--- config.mk ---
export PLATFORM = sky130hd
export DESIGN_NAME = two_way_sorted_merge_unit
export DESIGN_NICKNAME = d
export VERILOG_FILES = /design/src/design/tsm_pkg.sv /design/src/design/tsm_ram.sv /design/src/design/tsm_front.sv /design/src/design/tsm_back.sv /design/src/design/two_way_sorted_merge_unit.sv
export SDC_FILE = /design/constraint.sdc
export NUM_CORES = 2
export LEC_CHECK = 0
export BUFFER_PORTS_ARGS = -buffer_cell sky130_fd_sc_hd__buf_2
export CAP_MARGIN = 30
export CELL_PAD_IN_SITES_DETAIL_PLACEMENT = 1
export CELL_PAD_IN_SITES_GLOBAL_PLACEMENT = 1
export CORE_ASPECT_RATIO = 0.7
export CORE_MARGIN = 3
export CORE_UTILIZATION = 51
export DETAILED_ROUTE_END_ITERATION = 8
export GPL_ROUTABILITY_DRIVEN = 0
export HOLD_SLACK_MARGIN = 0.12
export PLACE_DENSITY_LB_ADDON = 0.2
export SLEW_MARGIN = 20
export SYNTH_ARGS = -nofsm -noshare
export SYNTH_HDL_FRONTEND = slang
export SYNTH_SLANG_ARGS = --single-unit
export TNS_END_PERCENT = 5
--- constraint.sdc ---
create_clock -name clock -period 4 [get_ports clock]
set_input_delay 0.4 -clock clock [delete_from_list [all_inputs] [get_ports clock]]
set_output_delay 0.4 -clock clock [all_outputs]
set_load 0.05 [all_outputs]
--- src/design/tsm_pkg.sv ---
// ----------------------------------------------------------------------------
// Two-way sorted merge package
// Shared widths, operation codes, command and result types for the merge unit.
// ----------------------------------------------------------------------------
package tsm_pkg;

   // Field widths of the request and result channels.
   localparam int VALUE_W = 32;
   localparam int OP_W    = 2;

   // Default number of entries held in each list buffer.
   localparam int LIST_DEPTH = 32;

   // Command queue between the front and the back end.
   localparam int CMDQ_DEPTH = 2;
   localparam int CMDQ_AW    = $clog2(CMDQ_DEPTH);

   // Operation codes carried on the request channel.
   localparam logic [OP_W-1:0] OP_APPEND_FIRST  = 2'd0;
   localparam logic [OP_W-1:0] OP_APPEND_SECOND = 2'd1;
   localparam logic [OP_W-1:0] OP_MERGE         = 2'd2;

   // Classified command kinds handed to the back end.
   typedef enum logic [1:0] {
      CMD_APPEND_FIRST,
      CMD_APPEND_SECOND,
      CMD_MERGE
   } cmd_kind_type;

   typedef struct packed {
      cmd_kind_type        kind;
      logic [VALUE_W-1:0]  value;
   } cmd_type;

   // One merge result as it leaves the back end.
   typedef struct packed {
      logic [VALUE_W-1:0]  value;
      logic                last;
      logic                empty;
      logic                overflow;
   } rsp_type;

   // Back-end sequencer states.
   typedef enum logic [1:0] {
      ST_IDLE,
      ST_FETCH,
      ST_PICK
   } state_type;

endpackage

--- src/design/tsm_ram.sv ---
// ----------------------------------------------------------------------------
// Generic RAM
// One write port and one read port with a registered read data output.
// ----------------------------------------------------------------------------
module tsm_ram #(
   parameter int WIDTH = 32,
   parameter int DEPTH = 32,
   localparam int AW = (DEPTH > 1) ? $clog2(DEPTH) : 1
) (
   input  logic             clock,
   input  logic             wr_en,
   input  logic [AW-1:0]    wr_addr,
   input  logic [WIDTH-1:0] wr_data,
   input  logic [AW-1:0]    rd_addr,
   output logic [WIDTH-1:0] rd_data
);

   logic [WIDTH-1:0] mem_ff [DEPTH];
   logic [WIDTH-1:0] rd_data_ff;

   // Write port and registered read port.
   always_ff @(posedge clock) begin
      if (wr_en) begin
         mem_ff[wr_addr] <= wr_data;
      end
      rd_data_ff <= mem_ff[rd_addr];
   end

   assign rd_data = rd_data_ff;

endmodule

--- src/design/tsm_front.sv ---
// ----------------------------------------------------------------------------
// Merge unit front end
// Accepts request transactions, classifies the operation code and queues the
// resulting commands for the back end. Unused codes are accepted and dropped.
// ----------------------------------------------------------------------------
module tsm_front (
   input  logic                         clock,
   input  logic                         reset,
   input  logic                         req_push,
   output logic                         req_full,
   input  logic [tsm_pkg::OP_W-1:0]     req_op,
   input  logic [tsm_pkg::VALUE_W-1:0]  req_value,
   output logic                         cmd_valid,
   output tsm_pkg::cmd_type             cmd,
   input  logic                         cmd_ready
);

   localparam int FW = tsm_pkg::CMDQ_AW + 1;

   tsm_pkg::cmd_type                  entry_ff [tsm_pkg::CMDQ_DEPTH];
   logic [tsm_pkg::CMDQ_AW-1:0]       wr_ptr_ff, wr_ptr_in;
   logic [tsm_pkg::CMDQ_AW-1:0]       rd_ptr_ff, rd_ptr_in;
   logic [FW-1:0]                     fill_ff, fill_in;
   tsm_pkg::cmd_kind_type             kind;
   logic                              keep;
   logic                              push_q;
   logic                              pop_q;

   // Classify the operation code; codes without meaning produce no command.
   always_comb begin
      kind = tsm_pkg::CMD_APPEND_FIRST;
      keep = 1'b1;
      case (req_op)
         tsm_pkg::OP_APPEND_FIRST:  kind = tsm_pkg::CMD_APPEND_FIRST;
         tsm_pkg::OP_APPEND_SECOND: kind = tsm_pkg::CMD_APPEND_SECOND;
         tsm_pkg::OP_MERGE:         kind = tsm_pkg::CMD_MERGE;
         default:                   keep = 1'b0;
      endcase
   end

   // Queue handshakes on both sides.
   assign req_full  = (fill_ff == FW'(tsm_pkg::CMDQ_DEPTH));
   assign cmd_valid = (fill_ff != '0);
   assign cmd       = entry_ff[rd_ptr_ff];
   assign push_q    = req_push && !req_full && keep;
   assign pop_q     = cmd_valid && cmd_ready;

   // Pointer and fill level updates.
   always_comb begin
      wr_ptr_in = push_q ? wr_ptr_ff + 1'b1 : wr_ptr_ff;
      rd_ptr_in = pop_q ? rd_ptr_ff + 1'b1 : rd_ptr_ff;
      fill_in   = fill_ff;
      if (push_q && !pop_q) begin
         fill_in = fill_ff + 1'b1;
      end else if (pop_q && !push_q) begin
         fill_in = fill_ff - 1'b1;
      end
   end

   always_ff @(posedge clock) begin
      if (reset) begin
         wr_ptr_ff <= '0;
         rd_ptr_ff <= '0;
         fill_ff   <= '0;
      end else begin
         wr_ptr_ff <= wr_ptr_in;
         rd_ptr_ff <= rd_ptr_in;
         fill_ff   <= fill_in;
      end
   end

   // Queue payload storage needs no reset.
   always_ff @(posedge clock) begin
      if (push_q) begin
         entry_ff[wr_ptr_ff] <= '{kind: kind, value: req_value};
      end
   end

endmodule

--- src/design/tsm_back.sv ---
// ----------------------------------------------------------------------------
// Merge unit back end
// Holds both list buffers, carries out append commands and runs the stable
// two-pointer merge into an output register, fetching before each pick.
// ----------------------------------------------------------------------------
module tsm_back #(
   parameter int LIST_DEPTH = tsm_pkg::LIST_DEPTH
) (
   input  logic              clock,
   input  logic              reset,
   input  logic              cmd_valid,
   input  tsm_pkg::cmd_type  cmd,
   output logic              cmd_ready,
   output logic              rsp_valid,
   output tsm_pkg::rsp_type  rsp,
   input  logic              rsp_pop
);

   localparam int AW = (LIST_DEPTH > 1) ? $clog2(LIST_DEPTH) : 1;
   localparam int CW = $clog2(LIST_DEPTH + 1);

   tsm_pkg::state_type           state_ff, state_in;
   logic [CW-1:0]                first_count_ff, first_count_in;
   logic [CW-1:0]                second_count_ff, second_count_in;
   logic                         dropped_ff, dropped_in;
   logic [CW-1:0]                i_ff, i_in;
   logic [CW-1:0]                j_ff, j_in;
   logic                         out_valid_ff, out_valid_in;
   tsm_pkg::rsp_type             out_ff, out_in;

   logic                         do_cmd;
   logic                         first_full, second_full;
   logic                         wr_first, wr_second;
   logic [tsm_pkg::VALUE_W-1:0]  first_rd, second_rd;
   logic                         a_ok, b_ok, take_first, lists_empty;
   logic [CW:0]                  total, taken;
   logic                         emit;
   tsm_pkg::rsp_type             pick;

   // List buffers.
   tsm_ram #(.WIDTH(tsm_pkg::VALUE_W), .DEPTH(LIST_DEPTH)) u_first_ram (
      .clock   (clock),
      .wr_en   (wr_first),
      .wr_addr (first_count_ff[AW-1:0]),
      .wr_data (cmd.value),
      .rd_addr (i_ff[AW-1:0]),
      .rd_data (first_rd)
   );

   tsm_ram #(.WIDTH(tsm_pkg::VALUE_W), .DEPTH(LIST_DEPTH)) u_second_ram (
      .clock   (clock),
      .wr_en   (wr_second),
      .wr_addr (second_count_ff[AW-1:0]),
      .wr_data (cmd.value),
      .rd_addr (j_ff[AW-1:0]),
      .rd_data (second_rd)
   );

   // Next state of the sequencer.
   always_comb begin
      state_in = state_ff;
      case (state_ff)
         tsm_pkg::ST_IDLE: begin
            if (cmd_valid && cmd.kind == tsm_pkg::CMD_MERGE) begin
               state_in = tsm_pkg::ST_FETCH;
            end
         end
         tsm_pkg::ST_FETCH: state_in = tsm_pkg::ST_PICK;
         tsm_pkg::ST_PICK: begin
            if (emit) begin
               state_in = pick.last ? tsm_pkg::ST_IDLE : tsm_pkg::ST_FETCH;
            end
         end
         default: state_in = tsm_pkg::ST_IDLE;
      endcase
   end

   // Sequencer outputs: command handshake, buffer writes and merge selection.
   always_comb begin
      cmd_ready   = (state_ff == tsm_pkg::ST_IDLE);
      do_cmd      = cmd_valid && cmd_ready;
      first_full  = (first_count_ff == CW'(LIST_DEPTH));
      second_full = (second_count_ff == CW'(LIST_DEPTH));
      wr_first    = do_cmd && cmd.kind == tsm_pkg::CMD_APPEND_FIRST && !first_full;
      wr_second   = do_cmd && cmd.kind == tsm_pkg::CMD_APPEND_SECOND && !second_full;

      a_ok        = (i_ff < first_count_ff);
      b_ok        = (j_ff < second_count_ff);
      take_first  = a_ok && (!b_ok || $signed(first_rd) <= $signed(second_rd));
      total       = {1'b0, first_count_ff} + {1'b0, second_count_ff};
      taken       = {1'b0, i_ff} + {1'b0, j_ff} + 1'b1;
      lists_empty = (total == '0);

      pick.value    = lists_empty ? '0 : (take_first ? first_rd : second_rd);
      pick.last     = lists_empty || (taken == total);
      pick.empty    = lists_empty;
      pick.overflow = dropped_ff;

      emit = (state_ff == tsm_pkg::ST_PICK) && (!out_valid_ff || rsp_pop);
   end

   // Counters, flag, read pointers and the output register.
   always_comb begin
      first_count_in  = first_count_ff;
      second_count_in = second_count_ff;
      dropped_in      = dropped_ff;
      i_in            = i_ff;
      j_in            = j_ff;
      out_valid_in    = out_valid_ff;
      out_in          = out_ff;

      if (do_cmd) begin
         case (cmd.kind)
            tsm_pkg::CMD_APPEND_FIRST: begin
               if (first_full) dropped_in = 1'b1;
               else first_count_in = first_count_ff + 1'b1;
            end
            tsm_pkg::CMD_APPEND_SECOND: begin
               if (second_full) dropped_in = 1'b1;
               else second_count_in = second_count_ff + 1'b1;
            end
            tsm_pkg::CMD_MERGE: begin
               i_in = '0;
               j_in = '0;
            end
            default: begin
               dropped_in = dropped_ff;
            end
         endcase
      end

      if (emit) begin
         if (take_first) begin
            i_in = i_ff + 1'b1;
         end else if (b_ok) begin
            j_in = j_ff + 1'b1;
         end
         // The final result empties both lists and rewinds the pointers.
         if (pick.last) begin
            first_count_in  = '0;
            second_count_in = '0;
            dropped_in      = 1'b0;
            i_in            = '0;
            j_in            = '0;
         end
         out_valid_in = 1'b1;
         out_in       = pick;
      end else if (rsp_pop) begin
         out_valid_in = 1'b0;
      end
   end

   always_ff @(posedge clock) begin
      if (reset) begin
         state_ff        <= tsm_pkg::ST_IDLE;
         first_count_ff  <= '0;
         second_count_ff <= '0;
         dropped_ff      <= 1'b0;
         i_ff            <= '0;
         j_ff            <= '0;
         out_valid_ff    <= 1'b0;
      end else begin
         state_ff        <= state_in;
         first_count_ff  <= first_count_in;
         second_count_ff <= second_count_in;
         dropped_ff      <= dropped_in;
         i_ff            <= i_in;
         j_ff            <= j_in;
         out_valid_ff    <= out_valid_in;
      end
   end

   // Result payload needs no reset.
   always_ff @(posedge clock) begin
      out_ff <= out_in;
   end

   assign rsp_valid = out_valid_ff;
   assign rsp       = out_ff;

`ifndef SYNTH
   // The merge pointers never run past the filled part of either list.
   assert property (@(posedge clock) disable iff (reset)
      (i_ff <= first_count_ff) && (j_ff <= second_count_ff))
      else $error("merge pointer beyond list fill");

   // The fill counts never exceed the buffer depth.
   assert property (@(posedge clock) disable iff (reset)
      (first_count_ff <= CW'(LIST_DEPTH)) && (second_count_ff <= CW'(LIST_DEPTH)))
      else $error("list fill count beyond depth");

   // Delivering the final result of a merge empties both lists and the flag.
   assert property (@(posedge clock) disable iff (reset)
      (emit && pick.last) |=>
         (first_count_ff == '0 && second_count_ff == '0 && !dropped_ff))
      else $error("lists not cleared after merge");

   // A result is only produced while no new command is being taken.
   assert property (@(posedge clock) disable iff (reset)
      emit |-> !do_cmd)
      else $error("result produced while a command was taken");
`endif

endmodule

--- src/design/two_way_sorted_merge_unit.sv ---
// ----------------------------------------------------------------------------
// Two-way sorted merge unit
// Buffers two ascending lists of signed values and emits their stable merge.
//
//   Channel   Direction  Handshake            Payload
//   req_      in         req_push / req_full  req_op, req_value
//   rsp_      out        rsp_empty / rsp_pop  rsp_value_res, rsp_last,
//                                             rsp_empty_res, rsp_overflow
//
// An append is carried out in the back end as it leaves the command queue.
// A merge starts in a fetch state and then alternates fetch and pick per result,
// as each comparison waits on the registered read of the list buffers.
// The two-entry command queue keeps accepting requests while a merge runs.
// A full output register stalls the merge; a full queue raises req_full.
// Reset is synchronous and empties both lists, the flag, the command queue and the output register.
// ----------------------------------------------------------------------------
module two_way_sorted_merge_unit #(
   parameter int LIST_DEPTH = tsm_pkg::LIST_DEPTH
) (
   input  logic                         clock,
   input  logic                         reset,
   input  logic                         req_push,
   output logic                         req_full,
   input  logic [tsm_pkg::OP_W-1:0]     req_op,
   input  logic [tsm_pkg::VALUE_W-1:0]  req_value,
   output logic                         rsp_empty,
   input  logic                         rsp_pop,
   output logic [tsm_pkg::VALUE_W-1:0]  rsp_value_res,
   output logic                         rsp_last,
   output logic                         rsp_empty_res,
   output logic                         rsp_overflow
);

   logic              cmd_valid;
   logic              cmd_ready;
   tsm_pkg::cmd_type  cmd;
   logic              rsp_valid;
   tsm_pkg::rsp_type  rsp;

   // Front end: request classification and command queue.
   tsm_front u_front (
      .clock     (clock),
      .reset     (reset),
      .req_push  (req_push),
      .req_full  (req_full),
      .req_op    (req_op),
      .req_value (req_value),
      .cmd_valid (cmd_valid),
      .cmd       (cmd),
      .cmd_ready (cmd_ready)
   );

   // Back end: list buffers and merge sequencer.
   tsm_back #(.LIST_DEPTH(LIST_DEPTH)) u_back (
      .clock     (clock),
      .reset     (reset),
      .cmd_valid (cmd_valid),
      .cmd       (cmd),
      .cmd_ready (cmd_ready),
      .rsp_valid (rsp_valid),
      .rsp       (rsp),
      .rsp_pop   (rsp_pop)
   );

   // Result channel.
   assign rsp_empty     = !rsp_valid;
   assign rsp_value_res = rsp.value;
   assign rsp_last      = rsp.last;
   assign rsp_empty_res = rsp.empty;
   assign rsp_overflow  = rsp.overflow;

endmodule
# ---- Word level (Yosys, flattened, before mapping)
# Memory sizes are Yosys's and may differ from the RTL's. A register that Yosys moved wholly into a read port is not among the register bits.
# Index checks and enable logic that the tools add are counted.
dict set report totals {
  register_bits 67
  ramBits 2116
  in_bits 38
  output_inout_bits 37
  word_cells 120
  mem_count 3
}
# name depth word_bits rd rd_clocked_by_memory_dff write_ports line
set mem_list {}
lappend mem_list {u_back.u_first_ram.mem_ff 32 32 1 1 1 tsm_ram.sv:18} ;# logic [WIDTH-1:0] mem_ff [DEPTH];
lappend mem_list {u_back.u_second_ram.mem_ff 32 32 1 1 1 tsm_ram.sv:18}
lappend mem_list {u_front.entry_ff 2 34 1 1 1 tsm_front.sv:20} ;# tsm_pkg::cmd_type entry_ff [tsm_pkg::CMDQ_DEPTH];
dict set report classes {
  addsub 11
  n_lt_le_gt_ge 3
  eq_ne 12
  muxes 46
  reduce_logical 31
}
# operator count
set ops {}
lappend ops {{2-to-1 mux 6 bit} 21}
lappend ops {{less-or-equal comparator 32 bit} 1}
lappend ops {{2-to-1 mux 32 bit} 1}
lappend ops {{adder 6 x 1 -> 6 bit, second input constant} 4}
lappend ops {{2-to-1 mux 1 bit} 17}
lappend ops {{adder 6 x 6 -> 7 bit} 2}
lappend ops {{equality test 6 bit, second input constant} 2}
lappend ops {{logical AND 1 bit} 12}
lappend ops {{less-than comparator 6 bit} 2}
lappend ops {{equality test 2 bit, second input constant} 4}
lappend ops {{2-to-1 mux 2 bit} 4}
lappend ops {{adder 7 x 1 -> 7 bit, second input constant} 1}
lappend ops {{equality test 7 bit} 1}
lappend ops {{logical NOT 1 bit} 7}
lappend ops {{logical NOT 7 bit} 1}
lappend ops {{equality test 2 x 1 -> 1 bit, second input constant} 3}
lappend ops {{logical NOT 2 bit} 3}
lappend ops {{one-hot mux 2 bit (3 select lines)} 1}
lappend ops {{nonzero test 2 bit} 3}
lappend ops {{inequality test 2 x 1 -> 1 bit, second input constant} 2}
lappend ops {{one-hot mux 2 bit (2 select lines)} 1}
lappend ops {{logical OR 1 bit} 3}
lappend ops {{OR reduction 3 bit} 1}
lappend ops {{adder 1 bit, second input constant} 2}
lappend ops {{other kinds (4)} 4}

# ---- Logic depth before layout (Yosys ltp)
dict set report logic_depth {
  depth_word 8
  ltp_mapped 16
  ltp_nobuf 12
}

# ---- Modules after synthesis
# A second synthesis with hierarchy kept.
dict set report unflattened {
  hier_cells 5164
  area_unflattened_um2 88339.7
}
# mod instances cells_per_inst area_per_inst_um2 seq_area_each_um2
set modules_own_cells {}
lappend modules_own_cells {tsm_ram 2 2260 40485.1 31390.1}
lappend modules_own_cells {tsm_back 1 510 4664.5 1611.5}
lappend modules_own_cells {tsm_front 1 133 2701.3 2142.1}
lappend modules_own_cells {two_way_sorted_merge_unit 1 1 3.8 0.0}

# ---- Least setup slack after synthesis
# OpenSTA, ideal clock, no wires.
dict set report synth_path {
  kind {reg2reg}
  startpoint {register u_back.i_ff[0]}
  endpoint {register u_back.first_count_ff[3]}
  setup_time_ns 0.115
  arrival_ns 3.713
  required_time_ns 3.885
  path_slack_ns 0.172
  stages_incl_launch_ff 17
  n_path_buf 4
  synth_period_minus_slack_ns 3.828
  path_cell_list {dfxtp_1 clkbuf_1 buf_2 clkbuf_1 inv_1 ha_1 inv_1 fa_1 a21o_1 a21oi_2 xnor3_1 or4_4 nor4_4 nor3_2 o21bai_4 buf_6 nor2_2}
}
dict set report synth_between {
  elab_chain_cells 6
}
# item line
set synth_rtl {}
lappend synth_rtl {{start: declaration} tsm_back.sv:26} ;# logic [CW-1:0] i_ff, i_in;
lappend synth_rtl {{start signal: assignment} tsm_back.sv:167} ;# i_ff <= i_in;
lappend synth_rtl {{adder 6 x 6 -> 7 bit} tsm_back.sv:91} ;# taken = {1'b0, i_ff} + {1'b0, j_ff} + 1'b1;
lappend synth_rtl {{adder 7 x 1 -> 7 bit} tsm_back.sv:91}
lappend synth_rtl {{equality test 7 bit} tsm_back.sv:95} ;# pick.last = lists_empty || (taken == total);
lappend synth_rtl {{logical OR 1 bit} tsm_back.sv:95}
lappend synth_rtl {{2-to-1 mux 6 bit} tsm_back.sv:139} ;# if (pick.last) begin
lappend synth_rtl {{2-to-1 mux 6 bit} tsm_back.sv:132} ;# if (emit) begin
lappend synth_rtl {{end signal: assignment} tsm_back.sv:164} ;# first_count_ff <= first_count_in;
lappend synth_rtl {{end: declaration} tsm_back.sv:23} ;# logic [CW-1:0] first_count_ff, first_count_in;
# No other way between the ends.
# A chain may end at the register's enable or synchronous reset.

# ---- Worst setup path after layout
dict set report layout_path {
  startpoint {register u_back.u_second_ram.rd_data_ff[15] (netlist: u_back.u_second_ram.rd_data[15]) (read register of u_back.u_second_ram.mem_ff)}
  endpoint {register u_back.out_ff (netlist bit u_back.rsp[12]) (data pin)}
}
dict set report layout_between {
  elab_chain_cells 4
}
# item line
set layout_rtl {}
lappend layout_rtl {{start: declaration} tsm_ram.sv:19} ;# logic [WIDTH-1:0] rd_data_ff;
lappend layout_rtl {{less-or-equal comparator 32 bit} tsm_back.sv:89} ;# take_first = a_ok && (!b_ok || $signed(first_rd) <= $signed(second_rd));
lappend layout_rtl {{logical OR 1 bit} tsm_back.sv:89}
lappend layout_rtl {{logical AND 1 bit} tsm_back.sv:89}
lappend layout_rtl {{2-to-1 mux 32 bit} tsm_back.sv:94} ;# pick.value = lists_empty ? '0 : (take_first ? first_rd : second_rd);
lappend layout_rtl {{end signal: assignment} tsm_back.sv:175} ;# out_ff <= out_in;
lappend layout_rtl {{end: declaration} tsm_back.sv:29} ;# tsm_pkg::rsp_type out_ff, out_in;
# No other way between the ends.

==> results.ini <==
[logic_synthesis]
yosys_most_used_dff=edfxtp_1
yosysMostFrequentCell=edfxtp_1
synth_top_area_share_pct=74.83
synth_area_leaders=edfxtp_1, mux4_2, dfxtp_1, mux2_2, ha_1
ys_types=62
synthesis.nets=3822
netlist_area_um2=86320
avgSynthCellArea_um2=23.22
synth_top_cell_by_area=edfxtp_1
ys_async_sr_fraction_pct=0
synthesis.yosys.warnings=0
synth-edff-count=2151
seq_area_frac_synth_pct=77.08
ys_ff_latch=2248
yosys-top-cells-count=edfxtp_1, mux4_2, nor2_1, clkbuf_1
synthesis.instances=3717

[layout]
syn_to_final_growth_pct=13.91
final_util_pct=58.86
fill_cells=13540
drive_above_1_share_pct=32.35
multiInputGateArea_um2=19370
fin_nets=4112
seqCellArea_um2=66560

[placement]
dp_worst_setup_slack_ns=0.1226
portBuffers=74
dp_hpwl_um=116600

[drt]
drt-initial-drc-count=4696
routedWlPerCell_um=32.07
viasPerCell=6.263
antenna_violating_nets_post_route=0
drcViolationCount=0
dr_total_vias=40110
routed_wl_um=205400
first_pass_iters=5

[flow_run]
maxCapViolCount=0

[min_path]
hold_path_end=u_front.entry_ff[0][15]$_DFFE_PP_
hold_path_depth=2
hp-class=primary input to flop
hp-start=req_value[15]

[setup_path]
critical-path-top-delay-family=compound AO/OA/AOI/OAI gates
worstSetupStartpointType=flop
crit_required_ns=4.57
crit_fanout=21
cpPeakStageDelay_ns=0.48
worst_setup_path_end_kind=flop
critical_path_cell_count=12
r2r_cells=12
worstSetupPathType=flop to flop
timing.rr.start=u_back.u_second_ram.rd_data[15]$_DFF_P_
crit_buf_inv=3
r2r_end=u_back.rsp[12]$_SDFFCE_PN0P_
critical-path-slowest-cell=nor4_4
r2r_slack_ns=0.05
cp_cell_sequence=inv_1 -> ha_1 -> nand4_1 -> nor4_4 -> buf_4 -> a21boi_0 -> o31a_1 -> o211ai_1 -> o21a_2 -> buf_12 -> mux2i_1 -> nor2_1
arrival_ns=4.52

[cts]
clock-root-buffer=clkbuf_16
cts_tree=yes
numCtsBuffers=201
htree_levels=4
numClockSinks=2248
worstSkewPairLatency_ns=0.84
clockBufferDepth=3
path_clk_slew_ns=0.07

[floorplan]
dieWidth_um=497.7
std_cell_rows=125
die-area_um2=174300
core_um2=167000
die_h_um=350.2
io_pins=75
start_util_pct=51.68

[grt]
grt_overflow=0
grt_use_total_pct=23.90
grt_pass1_wl_um=300000
grt_pass1_vias=41860
grt_max_degree=126
antenna_found_initial=4

[sta]
final-setup-viol-count=0
hold_viol=0
worst_pin_slew_ns=1.036
min_period_ns=3.947
whs_ns=0.2934
max_freq_mhz=253.3
finalClockSkew_ns=0.01788
fin_crit_sh_pct=98.68
slew_viol_final=0
slew_headroom_pct=30.94
worst_slack_ns=0.05269

[power]
clkPwrFrac_pct=36.6
p_int_w=0.04001
p_seq_share_pct=54.0
switching_share_pct=23.09
power_switching_w=0.01201
powerDensity_nw_per_um2=529.1
p_leak_nw=30.08
combPwrFrac_pct=9.4
irDropWorstVdd_mv=0.4582

[run_status]
status=finished, final reports clean

-- placed cells by master, fill, tap and decap left out, types with 6 or more instances in the layout --
cell,count
edfxtp_1,2151
mux4_2,640
clkbuf_16,206
mux2_2,96
dfxtp_1,87
buf_12,77
buf_2,74
buf_4,74
ha_1,65
nor2_4,64
nor2_1,61
inv_1,58
clkbuf_1,49
clkinv_2,43
nand2_1,40
clkinv_1,39
dlygate4sd3_1,39
mux2i_1,36
nand3_1,33
a21oi_1,28
o21ai_0,16
xnor2_1,15
bufinv_16,15
nor2_2,10
clkbuf_8,10
nand4_1,9
nand2b_1,8
a21o_1,8
a31oi_1,8
nor3_1,8
xor2_1,7
o211ai_1,7
dfxtp_4,7
nor2b_1,6
a211oi_1,6
-- final cells by class --
class	instances	share of cell area [%]
Sequential cell	2248	67.70
Multi-Input combinational cell	1229	19.70
Clock buffer	265	5.570
Timing Repair Buffer	267	2.991
Tap cell	2222	2.828
Clock inverter	110	0.9684
Inverter	60	0.2342
Antenna cell	3	0.007635
-- per-stage QoR --
step                TNS [ns]  std cells  total power, W  instance area, µm²
CTS                        0       6397         0.05244               98210
floorplan                  0       3717         0.03118               86320
global route         -0.1278       6402         0.05388               98320
finish                     0       6404         0.05202               98320
global placement           0       5955         0.03291               90810
detailed placement         0       5983         0.03346               91390
-- sequential cells by signal (all words and copies together), names as in the netlist, named ones only --
register / flops
u_back.u_first_ram.rd_data: 32
u_back.rsp: 35
u_front.fill_ff: 2
u_back.state_ff: 2
u_back.u_first_ram.mem_ff: 1024
u_back.i_ff: 6
u_back.first_count_ff: 6
u_front.wr_ptr_ff: 1
u_front.entry_ff: 68
u_back.second_count_ff: 6
u_back.dropped_ff: 1
u_front.rd_ptr_ff: 1
u_back.rsp_valid: 1
u_back.u_second_ram.rd_data: 32
u_back.j_ff: 6
u_back.u_second_ram.mem_ff: 1024
-- timing repair --
action,CTS,global route
buffers inserted,0,0
resized for setup,0,2
endpoints found under the setup margin,0,37
hold buffers,39,0
endpoints found under the hold margin,80,0
-- how the worst max path moves through the flow --
stage / startpoint / slack [ns] / to
floorplan: u_back.i_ff[0]$_SDFF_PP0_ / 0.17 / u_back.first_count_ff[3]$_SDFF_PP0_
global placement: u_back.u_second_ram.rd_data[15]$_DFF_P_ / 0.21 / u_back.rsp[17]$_SDFFCE_PN0P_
detailed placement: u_back.u_second_ram.rd_data[15]$_DFF_P_ / 0.12 / u_back.rsp[12]$_SDFFCE_PN0P_
CTS: u_back.u_second_ram.rd_data[15]$_DFF_P_ / 0.02 / u_back.rsp[12]$_SDFFCE_PN0P_
global route: u_back.u_second_ram.rd_data[15]$_DFF_P_ / -0.05 / u_back.rsp[12]$_SDFFCE_PN0P_
finish: u_back.u_second_ram.rd_data[15]$_DFF_P_ / 0.05 / u_back.rsp[12]$_SDFFCE_PN0P_
-- cells by family (layout without fill, tap and decap cells) --
kind of cell | after synthesis | after routing | synth area share, %
flops | 2248 | 2248 | 77.08
buf+inv | 240 | 702 | 1.071
xor+xnor | 23 | 23 | 0.2493
compound gates | 95 | 95 | 0.7233
mux | 773 | 773 | 18.38
fa+ha+maj | 67 | 67 | 0.9886
simple gates | 271 | 271 | 1.507
other cells | 0 | 3 | 0
-- per-layer routing --
layer  vias up  track usage, %  routed length, µm
met5         -               0                  0
met4         0           6.264               4390
li1      16340               -                  -
met2      1677           35.45              93340
met3       263           4.360              15870
met1     21830           37.10              91780
-- power by group through the flow --
stage | Clock, W | Sequential [W] | Combinational, W
after detailed placement | 0 | 0.0286 | 0.00484
after global routing | 0.0204 | 0.0281 | 0.00532
after CTS | 0.0194 | 0.0281 | 0.00487
after global placement | 0 | 0.0287 | 0.00423
final | 0.0190 | 0.0281 | 0.00487
after floorplan | 0 | 0.0286 | 0.00258
Power figures use the tool's default switching activity.
